### src/sv/gtp_pkg.sv
package gtp_pkg;

	// Configuration register indexes.
	localparam logic [2:0] CFG_GOAL_X      = 3'd0;
	localparam logic [2:0] CFG_GOAL_Y      = 3'd1;
	localparam logic [2:0] CFG_HEADING_TOL = 3'd2;
	localparam logic [2:0] CFG_ARRIVAL_TOL = 3'd3;
	localparam logic [2:0] CFG_TURN_RATE   = 3'd4;
	localparam logic [2:0] CFG_FWD_RATE    = 3'd5;

	// Drive modes, also the run mode state.
	localparam logic [1:0] MODE_IDLE  = 2'd0;
	localparam logic [1:0] MODE_TURN  = 2'd1;
	localparam logic [1:0] MODE_DRIVE = 2'd2;

	// Angles inside the block are Q2.30 radians.
	localparam int ZF = 30;
	localparam logic signed [32:0] HALF_PI_Z = 33'sd1686629713;

	// CORDIC operand width, the datapath width after normalization, and the angle width.
	localparam int CIW = 34;
	localparam int CXW = 45;
	localparam int CZW = 33;

	// Arctangent of 2^-i in Q2.30 radians.
	function automatic logic [29:0] atan_at(input logic [4:0] i);
		logic [29:0] r;
		case (i)
			5'd0: r = 30'd843314856;
			5'd1: r = 30'd497837829;
			5'd2: r = 30'd263043836;
			5'd3: r = 30'd133525158;
			5'd4: r = 30'd67021686;
			5'd5: r = 30'd33543515;
			5'd6: r = 30'd16775850;
			5'd7: r = 30'd8388437;
			5'd8: r = 30'd4194282;
			5'd9: r = 30'd2097149;
			5'd10: r = 30'd1048575;
			5'd11: r = 30'd524287;
			5'd12: r = 30'd262143;
			5'd13: r = 30'd131071;
			5'd14: r = 30'd65535;
			5'd15: r = 30'd32767;
			5'd16: r = 30'd16383;
			5'd17: r = 30'd8191;
			5'd18: r = 30'd4095;
			5'd19: r = 30'd2047;
			5'd20: r = 30'd1023;
			5'd21: r = 30'd511;
			5'd22: r = 30'd255;
			5'd23: r = 30'd127;
			5'd24: r = 30'd63;
			5'd25: r = 30'd31;
			5'd26: r = 30'd15;
			5'd27: r = 30'd8;
			5'd28: r = 30'd4;
			5'd29: r = 30'd2;
			5'd30: r = 30'd1;
			default: r = 30'd0;
		endcase
		return r;
	endfunction

endpackage

### src/sv/gtp_isqrt.sv
module gtp_isqrt import gtp_pkg::*; (
	input  logic        clk,
	input  logic        arst_n,
	input  logic        start,
	input  logic [65:0] radicand,
	output logic        busy,
	output logic [31:0] root
);

	logic [65:0] val_q;
	logic [35:0] rem_q;
	logic [33:0] root_q;
	logic [5:0]  cnt_q;
	logic        busy_q;
	logic [35:0] rem_n, trial;

	// Two radicand bits per cycle, restoring digit recurrence.
	always_comb begin
		rem_n = {rem_q[33:0], val_q[65:64]};
		trial = {root_q, 2'b01};
	end

	always_ff @(posedge clk or negedge arst_n) begin
		if (!arst_n) begin
			busy_q <= 1'b0;
			cnt_q <= '0;
		end else if (start) begin
			busy_q <= 1'b1;
			cnt_q <= '0;
		end else if (busy_q) begin
			cnt_q <= cnt_q + 1'b1;
			if (cnt_q == 6'd32) begin
				busy_q <= 1'b0;
			end
		end
	end

	always_ff @(posedge clk) begin
		if (start) begin
			val_q <= radicand;
			rem_q <= '0;
			root_q <= '0;
		end else if (busy_q) begin
			val_q <= {val_q[63:0], 2'b00};
			if (rem_n >= trial) begin
				rem_q <= rem_n - trial;
				root_q <= {root_q[32:0], 1'b1};
			end else begin
				rem_q <= rem_n;
				root_q <= {root_q[32:0], 1'b0};
			end
		end
	end

	assign busy = busy_q;
	assign root = (root_q[33:32] != 2'b00) ? 32'hFFFF_FFFF : root_q[31:0];

endmodule

### config.mk
export PLATFORM = sky130hd
export DESIGN_NAME = gtp_isqrt
export DESIGN_NICKNAME = d
export VERILOG_FILES = /design/src/sv/gtp_pkg.sv /design/src/sv/gtp_isqrt.sv
export SDC_FILE = /design/constraint.sdc
export NUM_CORES = 1
export LEC_CHECK = 0
export ABC_CLOCK_PERIOD_IN_PS = 8300
export BUFFER_PORTS_ARGS = -buffer_cell sky130_fd_sc_hd__buf_2
export CAP_MARGIN = 20
export CORE_ASPECT_RATIO = 0.5
export CORE_MARGIN = 5
export CORE_UTILIZATION = 63
export DETAILED_ROUTE_END_ITERATION = 10
export PLACE_DENSITY_LB_ADDON = 0.1
export SYNTH_ARGS = -nofsm -noshare
export SYNTH_HDL_FRONTEND = slang
export SYNTH_SLANG_ARGS = --single-unit
### constraint.sdc
create_clock -name clk -period 8.3 [get_ports clk]
set_input_delay 0.415 -clock clk [delete_from_list [all_inputs] [get_ports clk]]
set_output_delay 0.415 -clock clk [all_outputs]
set_load 0.05 [all_outputs]
# Word-level counts from Yosys, hierarchy flattened
# Index checks and enable logic that the tools add are counted.
op_classes:
  add_sub_neg: 2
  n_eq_ne: 1
  n_reduce_logical: 2
  order_cmp: 1
  mux: 10
op_table:
  columns: ["operator", "n"]
  rows:
  - ["$mux 66", 2]
  - ["$ge 36x36->1", 1]
  - ["$mux 34", 1]
  - ["$sub 34x34->34", 1]
  - ["$mux 32", 1]
  - ["$mux 6", 2]
  - ["$add 6x1->6 const B", 1]
  - ["$eq 6x6->1 const B", 1]
  - ["$mux 1", 4]
  - ["$reduce_bool 2->1", 2]
totals:
  input_bits: 69
  out_inout_bits: 33
  reg_bits: 141

# Depth between registers and ports, before layout
# Gate-level depths: netlist of run 1.
depth:
  depth_word: 4
  ltp_mapped: 13
  depth_no_buf: 11

# Worst setup path before layout of run 1
# Ideal clock, no wire load.
synth_timing:
  path_kind: "register to register"
  start: "register root_q[8]"
  end: "register rem_q[10]"
  setup_slack_ns: 5.337
  path_stages_with_launch: 13
  arrival_ns: 2.846
  cell_sequence: "dfxtp_1 -> inv_1 -> ha_1 -> and3_1 -> a31o_1 -> or3_1 -> o21ai_2 -> o22a_2 -> nand4_1 -> a311o_1 -> buf_6 -> or3_1 -> o2111a_1"
synth_via:
  elab_chain_cells: 2
synth_rtl:
  columns: ["item", "line_no", "rtl"]
  rows:
  - ["start, declared", "gtp_isqrt.sv:12", "logic [33:0] root_q;"]
  - ["start signal, assigned", "gtp_isqrt.sv:47", "root_q <= {root_q[32:0], 1'b1};"]
  - ["start signal, assigned", "gtp_isqrt.sv:50", "root_q <= {root_q[32:0], 1'b0};"]
  - ["$sub 34x34->34 / $ge 36x36->1 (equally long branches)", "gtp_isqrt.sv:46, gtp_isqrt.sv:45", null]
  - ["$mux 34 *", "gtp_isqrt.sv:45", "if (rem_n >= trial) begin"]
  - ["end signal, assigned", "gtp_isqrt.sv:46", "rem_q <= rem_n - trial;"]
  - ["end signal, assigned", "gtp_isqrt.sv:49", "rem_q <= rem_n;"]
  - ["end, declared", "gtp_isqrt.sv:11", "logic [35:0] rem_q;"]
# Mark *: on every way between the ends. The rest lies on a longest branch, timed or not.
# A chain may end at the register's enable or synchronous reset.

# Worst setup path in the final report of run 1
layout_timing:
  start: "register root_q[0]"
  end: "register rem_q[33]"
# Same word-level chain as after synthesis.

==> reports/results.ini, run 1 <==
[setup_path]
worst_ep_arrival_time_ns = 3.98
critPathMaxStageDelay_ns = 0.77
cp_slowest_cell = a311o_1
start_kind = register
reg2regPathDepth = 12
worstSetupPathType = register to register
crit_chain = inv_1, ha_1, nor2b_1, o2111ai_1, a21oi_1, o21ai_2, o22a_2, nand4_1, a311o_1, buf_4, nor2_1, a221o_1
worstPathMaxFanout = 16
worst_setup_path_end_kind = register
critPathRequiredTime_ns = 8.60

[cts]
cts_buffers = 17
postCtsSetupRepairBufs = 0
root_buffer = clkbuf_16
clockBufferDepth = 2
cts_tree = done
cts_sinks = 141
cts_resized = 0
clock_latency_ns = 0.42
hold_buffers = 1
htree_levels = 4
path_clk_slew_ns = 0.07

[layout]
layout.cells.non_filler = 1059
nNetsFinal = 984
fillCellCount = 925
area_delta_synth_final_pct = 15.4
final_cell_mix = 100 x buf_2, 82 x nor2_1, 68 x dfxtp_1
regArea_um2 = 3520
final_area_um2 = 9160
multiInputGateArea_um2 = 4050
utilization = 0.734
drive_gt1_frac = 0.241
layout_commonest_cell = buf_2
num_antenna_cells = 0

[placement]
post-dp-hpwl_um = 12100
placedCellCount = 1025
placed_cell_area_um2 = 8530
port_buffers = 101
gp_congestion = 0.961

[flow_run]
drv_cap = 0

[synth]
syn_inst = 791
syn-num-nets = 898
synth-seq-area-share = 0.443
async_reset_ff_frac = 0.0496
synth.cell_area_um2 = 7940
synth_area_leaders = edfxtp_1 25%, dfxtp_1 17%, mux2_2 9.1%
synth_edf_count = 66
netlist.top_cell.by_area = edfxtp_1
ys_warn_count = 0
syn_avg_cell_area_um2 = 10.0
synth_top_area_share = 0.250
synth_ff_type = dfxtp_1
yosysUniqueCellTypes = 65
synth-seq-cells = 141

[die]
rows = 29
start_util = 0.636
fp.dieW_um = 169
die_h_um = 89.4
core_um2 = 12500
die-area_um2 = 15100
boundaryPins = 102

[routing]
via_count = 6317
drtIter0Drc = 481
viasPerCell = 5.97
drt-pass1-iter-count = 5
wirelength_um = 17800
drc = 0
routedWlPerCell_um = 16.8
ant_nets = 0

[timing]
hold_viol = 0
finClkSkew_ns = 0.0126
setup_tns_ns = 0
slew_violations = 0
rsz0062_at_grt = no
period_share = 0.443
fin_crit_ns = 3.68
clock.fmax_mhz = 272
setup_violations = 0
worstMarginPinSlew_ns = 1.07
relSlewSlack = 0.289

[global_route]
grt_usage = 0.236
grt_pass1_vias = 5888
grt_remaining_overflow = 0
grt_pass1_wl_um = 28600
antenna_found_initial = 1
grt_max_degree = 92

[worst_hold_path]
hold_depth = 2
hold_path.class = input port to register

[pwr]
ir_worst_vdd_mv = 0.170
leakage_uw = 0.00427
power_density_nw_per_um2 = 333

[run_status]
status = finished clean

==> cell usage after synthesis (8+ instances only) <==
cell type,number
nor2_1,82
dfxtp_1,68
edfxtp_1,66
mux2_2,64
mux2i_1,51
inv_1,50
nand3_1,48
nand2_1,39
ha_1,38
a21oi_1,34
clkbuf_1,25
a211oi_1,19
o21ai_0,17
xnor2_1,15
a21o_1,14
buf_1,14
nand4_1,13
and2_1,8
nor3_1,8
xor2_1,8
==> state kept, by name (all words and copies together) (netlist names) <==
signal / cells
root_q: 34
busy: 1
rem_q: 34
val_q: 66
cnt_q: 6
==> final cells by class <==
cell class,instances,area share
repair buffers,109,0.0653
well taps,170,0.0232
clock inverters,14,0.0163
multi-input cells,555,0.442
clock buffers,17,0.0465
flip-flops and latches,141,0.385
inverters,53,0.0217
==> report_power, final <==
part	total (uW)	switching, uW	internal (uW)
combinational	1400	786	617
sequential	894	62.5	831
clock	752	329	423
==> critical path, delay by kind of cell, from the launching register on <==
kind                       cells  cell delay, ns
DFF                            1            0.35
buffers and inverters          2            0.45
and+or+nand+nor                3            0.48
AOI/OAI and AO/OA              6            1.93
adders and majority gates      1            0.35
==> per-layer routing <==
| metal | wire length [um] | global-route usage |
|---|---|---|
| met1 | 8240 | 0.314 |
| met2 | 7880 | 0.370 |
| met3 | 1520 | 0.0844 |
| met4 | 110 | 0.0648 |
| met5 | 11 | 0 |
==> path summary, 6_finish.rpt <==
check	from	end	slack, ns
min	radicand[1]	val_q[1]$_SDFFCE_PN0P_	0.28
max	root_q[0]$_SDFFE_PP0P_	rem_q[33]$_SDFFE_PP0P_	4.62
max in group asynchronous	arst_n	busy$_DFF_PN0_	7.75
min in group asynchronous	arst_n	cnt_q[4]$_DFFE_PN0P_	0.37
max reg2reg	root_q[0]$_SDFFE_PP0P_	rem_q[33]$_SDFFE_PP0P_	4.62
min reg2reg	rem_q[8]$_SDFFE_PP0P_	rem_q[8]$_SDFFE_PP0P_	0.50
==> cell families (layout without fill, tap and decap cells) <==
kind of cell,Yosys count,after routing,synth area share
DFF,141,141,0.443
and+or+nand+nor,228,228,0.134
muxes,115,115,0.155
AOI/OAI and AO/OA,151,151,0.136
adders and majority gates,38,38,0.0599
xor gates and xnor gates,23,23,0.0254
buffers and inverters,95,193,0.0465
==> metrics by stage <==
| stage | setup slack, ns | total power, uW | hold slack (ns) |
|---|---|---|---|
| final | 4.62 | 3050 | 0.276 |
| after global routing | 4.35 | 3240 | 0.277 |
| after CTS | 4.63 | 3030 | 0.263 |
| after detailed placement | 4.65 | 2270 | 0.256 |
| after global placement | 4.74 | 2250 | 0.255 |
| after floorplan | 5.34 | 2000 | 0.119 |
Note: power is estimated with default switching activity, not from simulation.
==> run 2, diff against run 1 <==
Settings changed: ABC_AREA set to 1, ABC_CLOCK_PERIOD_IN_PS 8300 to 3100, CORE_UTILIZATION 63 to 53.
Clock period 8.3 ns to 3.1 ns, I/O delays scaled along.
==> reports/results.ini, run 2 <==
[timing]
worstMarginPinSlew_ns = 1.09  ; +0.0215 ns
rsz0062_at_grt = no
finClkSkew_ns = 0.0106  ; -0.00202 ns
setup_tns_ns = 0  ; unchanged
period_share = 0.862  ; +0.419
setup_slack_ns = 0.428  ; -4.19 ns
hold_viol = 0  ; unchanged
relSlewSlack = 0.274  ; -0.0151
whs_ns = 0.0116  ; -0.264 ns
slew_violations = 0  ; unchanged
clock.fmax_mhz = 374  ; +38%
fin_crit_ns = 2.67  ; -1.01 ns
setup_violations = 0  ; unchanged

[die]
die-area_um2 = 18800  ; +25%
boundaryPins = 102  ; unchanged
die_h_um = 99.5  ; +11%
start_util = 0.545  ; -0.0905
core_um2 = 15600  ; +25%
fp.dieW_um = 189  ; +12%
rows = 32  ; +10%

[pwr]
p_sw_frac = 0.469  ; +0.0828
pwr-share-clk = 0.209  ; -0.038
p_switching_uw = 4480  ; +280%
power_uw = 9550  ; +210%
ir_worst_vdd_mv = 0.623  ; +270%
leakage_uw = 0.00539  ; +26%
seqPwrFrac = 0.254  ; -0.039
combPwrFrac = 0.537  ; +0.077
internal-power_uw = 5070  ; +170%
power_density_nw_per_um2 = 947  ; +180%

[cts]
cts_sinks = 141  ; unchanged
clock_latency_ns = 0.43  ; about the same
root_buffer = clkbuf_16
cts_tree = done
path_clk_slew_ns = 0.06  ; about the same
cts_buffers = 17  ; unchanged
postCtsSetupRepairBufs = 0  ; unchanged
cts_resized = 0  ; unchanged
hold_buffers = 32  ; +31
htree_levels = 4  ; unchanged
clockBufferDepth = 2  ; unchanged

[layout]
fillCellCount = 1401  ; +51%
final_cell_mix = 520 x nand2_1, 147 x inv_1, 101 x buf_2
layout_commonest_cell = nand2_1
largest_reg_flops = 66  ; unchanged
reg_top3 = val_q (66), rem_q (34), root_q (34)
largest-register = val_q
area_delta_synth_final_pct = 18.6
utilization = 0.647  ; -0.0864
drive_gt1_frac = 0.125  ; -0.116
nNetsFinal = 1455  ; +48%
num_antenna_cells = 0  ; unchanged

[synth]
synth_area_leaders = edfxtp_1 23%, nand2_1 23%, dfxtp_1 16%
synth_top_cells_by_count = 520 x nand2_1, 148 x inv_1, 92 x nor2_1
yosysUniqueCellTypes = 44  ; -32%
synth_edf_count = 66  ; unchanged
async_reset_ff_frac = 0.0496  ; unchanged
netlist.top_cell.by_area = edfxtp_1
synth_ff_type = dfxtp_1
yosys.cell_count.top_type = nand2_1
synth.cell_area_um2 = 8500  ; +7.0%
syn-num-nets = 1333  ; +48%
synth-seq-area-share = 0.414  ; -0.0291
syn_avg_cell_area_um2 = 6.93  ; -31%
synth-seq-cells = 141  ; unchanged
ys_warn_count = 0  ; unchanged
syn_inst = 1226  ; +55%
synth_top_area_share = 0.233  ; -0.0164

[global_route]
grt_pass1_vias = 7848  ; +33%
antenna_found_initial = 0  ; -1
grt_remaining_overflow = 0  ; unchanged
grt_max_degree = 60  ; -35%
grt_usage = 0.257  ; +0.0218
grt_pass1_wl_um = 38900  ; +36%

[placement]
post-dp-hpwl_um = 17300  ; +43%
port_buffers = 101  ; unchanged
gp_congestion = 0.978  ; +1.8%
dp_slack_ns = 0.475  ; -4.18 ns

[run_status]
status = finished clean

[setup_path]
rrSetupSlack_ns = 0.43  ; -4.19 ns
reg2regPathDepth = 14  ; +2
worst_ep_arrival_time_ns = 2.99  ; -0.99 ns
worstPathMaxFanout = 52  ; +36
worstSetupPathType = register to register
worst_setup_path_end_kind = register
critPathRequiredTime_ns = 3.42  ; -5.18 ns
r2r_start = root_q[23]$_SDFFE_PP0P_
r2r_end = rem_q[31]$_SDFFE_PP0P_
start_kind = register

[routing]
drt-pass1-iter-count = 5  ; unchanged
drc = 0  ; unchanged
via_count = 8125  ; +29%
wirelength_um = 24300  ; +37%
ant_nets = 0  ; unchanged
drtIter0Drc = 572  ; +19%
routedWlPerCell_um = 15.5  ; -7.3%
viasPerCell = 5.19  ; -13%

[flow_run]
drv_cap = 0  ; unchanged

[worst_hold_path]
hold_path.class = input port to register
min_to = val_q[15]$_DFFE_PP_
hold_start = radicand[15]
hold_depth = 3  ; +1

==> run 2: cell families (layout without fill, tap and decap cells) <==
group / count (synthesis) / in the layout / share of synthesized area
flops: 141 / 141 / 0.414
fa+ha+maj: 38 / 38 / 0.0560
buf+inv: 196 / 331 / 0.0920
compound gates: 109 / 109 / 0.0758
simple gates: 736 / 736 / 0.356
xor+xnor: 6 / 6 / 0.00619
==> run 2: worst max path at each step <==
stage,from,endpoint,slack [ns],depth (start not counted)
after global placement,root_q[23]$_SDFFE_PP0P_,rem_q[7]$_SDFFE_PP0P_,0.48,14
final,root_q[23]$_SDFFE_PP0P_,rem_q[31]$_SDFFE_PP0P_,0.43,14
after CTS,root_q[23]$_SDFFE_PP0P_,rem_q[9]$_SDFFE_PP0P_,0.45,14
after floorplan,busy$_DFF_PN0_,val_q[0]$_SDFFCE_PN0P_,0.66,4
after detailed placement,root_q[23]$_SDFFE_PP0P_,rem_q[9]$_SDFFE_PP0P_,0.48,14
after global routing,root_q[21]$_SDFFE_PP0P_,rem_q[32]$_SDFFE_PP0P_,0.25,13
==> run 2: area by class of cell <==
cell class / count / area, um2 / share of cell area
Sequential cell: 141 / 3520 / 0.349
Tap cell: 204 / 255 / 0.0253
Clock inverter: 15 / 134 / 0.0133
Inverter: 154 / 581 / 0.0576
Multi-Input combinational cell: 889 / 4200 / 0.416
Clock buffer: 17 / 425 / 0.0422
Timing Repair Buffer: 145 / 968 / 0.0961
==> run 2: metrics by stage <==
| stage | instances | cell area (um2) |
|---|---|---|
| 6_report | 1565 | 10100 |
| 5_1_grt | 1565 | 10100 |
| 4_1_cts | 1565 | 10100 |
| 3_5_place_dp | 1501 | 9200 |
| 3_3_place_gp | 1499 | 9150 |
| 2_1_floorplan | 1226 | 8500 |
==> run 2: metal layers <==
metal | global-route usage | wire length, um | up-vias
li1 | - | - | 4143
met1 | 0.343 | 11300 | 3696
met2 | 0.435 | 11200 | 249
met3 | 0.0452 | 1450 | 37
met4 | 0.0755 | 404 | 0
met5 | 0 | 0 | -
==> run 2: power groups by stage <==
stage	Clock [uW]	Combinational [uW]	Sequential, uW
after floorplan	0	3960	2380
after global placement	0	4950	2450
after detailed placement	0	5010	2460
after CTS	2020	5070	2420
after global routing	2090	5790	2440
final	1990	5130	2420
==> run 2: worst max-delay path, stage by stage (launching register included) <==
cell     delay [ns]
dfxtp_1        0.31
inv_1          0.09
ha_1           0.37
nand2_1        0.11
nand2_1        0.08
nand2_1        0.06
and2_1         0.16
nand2_1        0.09
nand2_1        0.06
nand2_1        0.11
nor2_4         0.39
nand2_8        0.27
or2_1          0.30
nand3_1        0.07
nand2_1        0.06
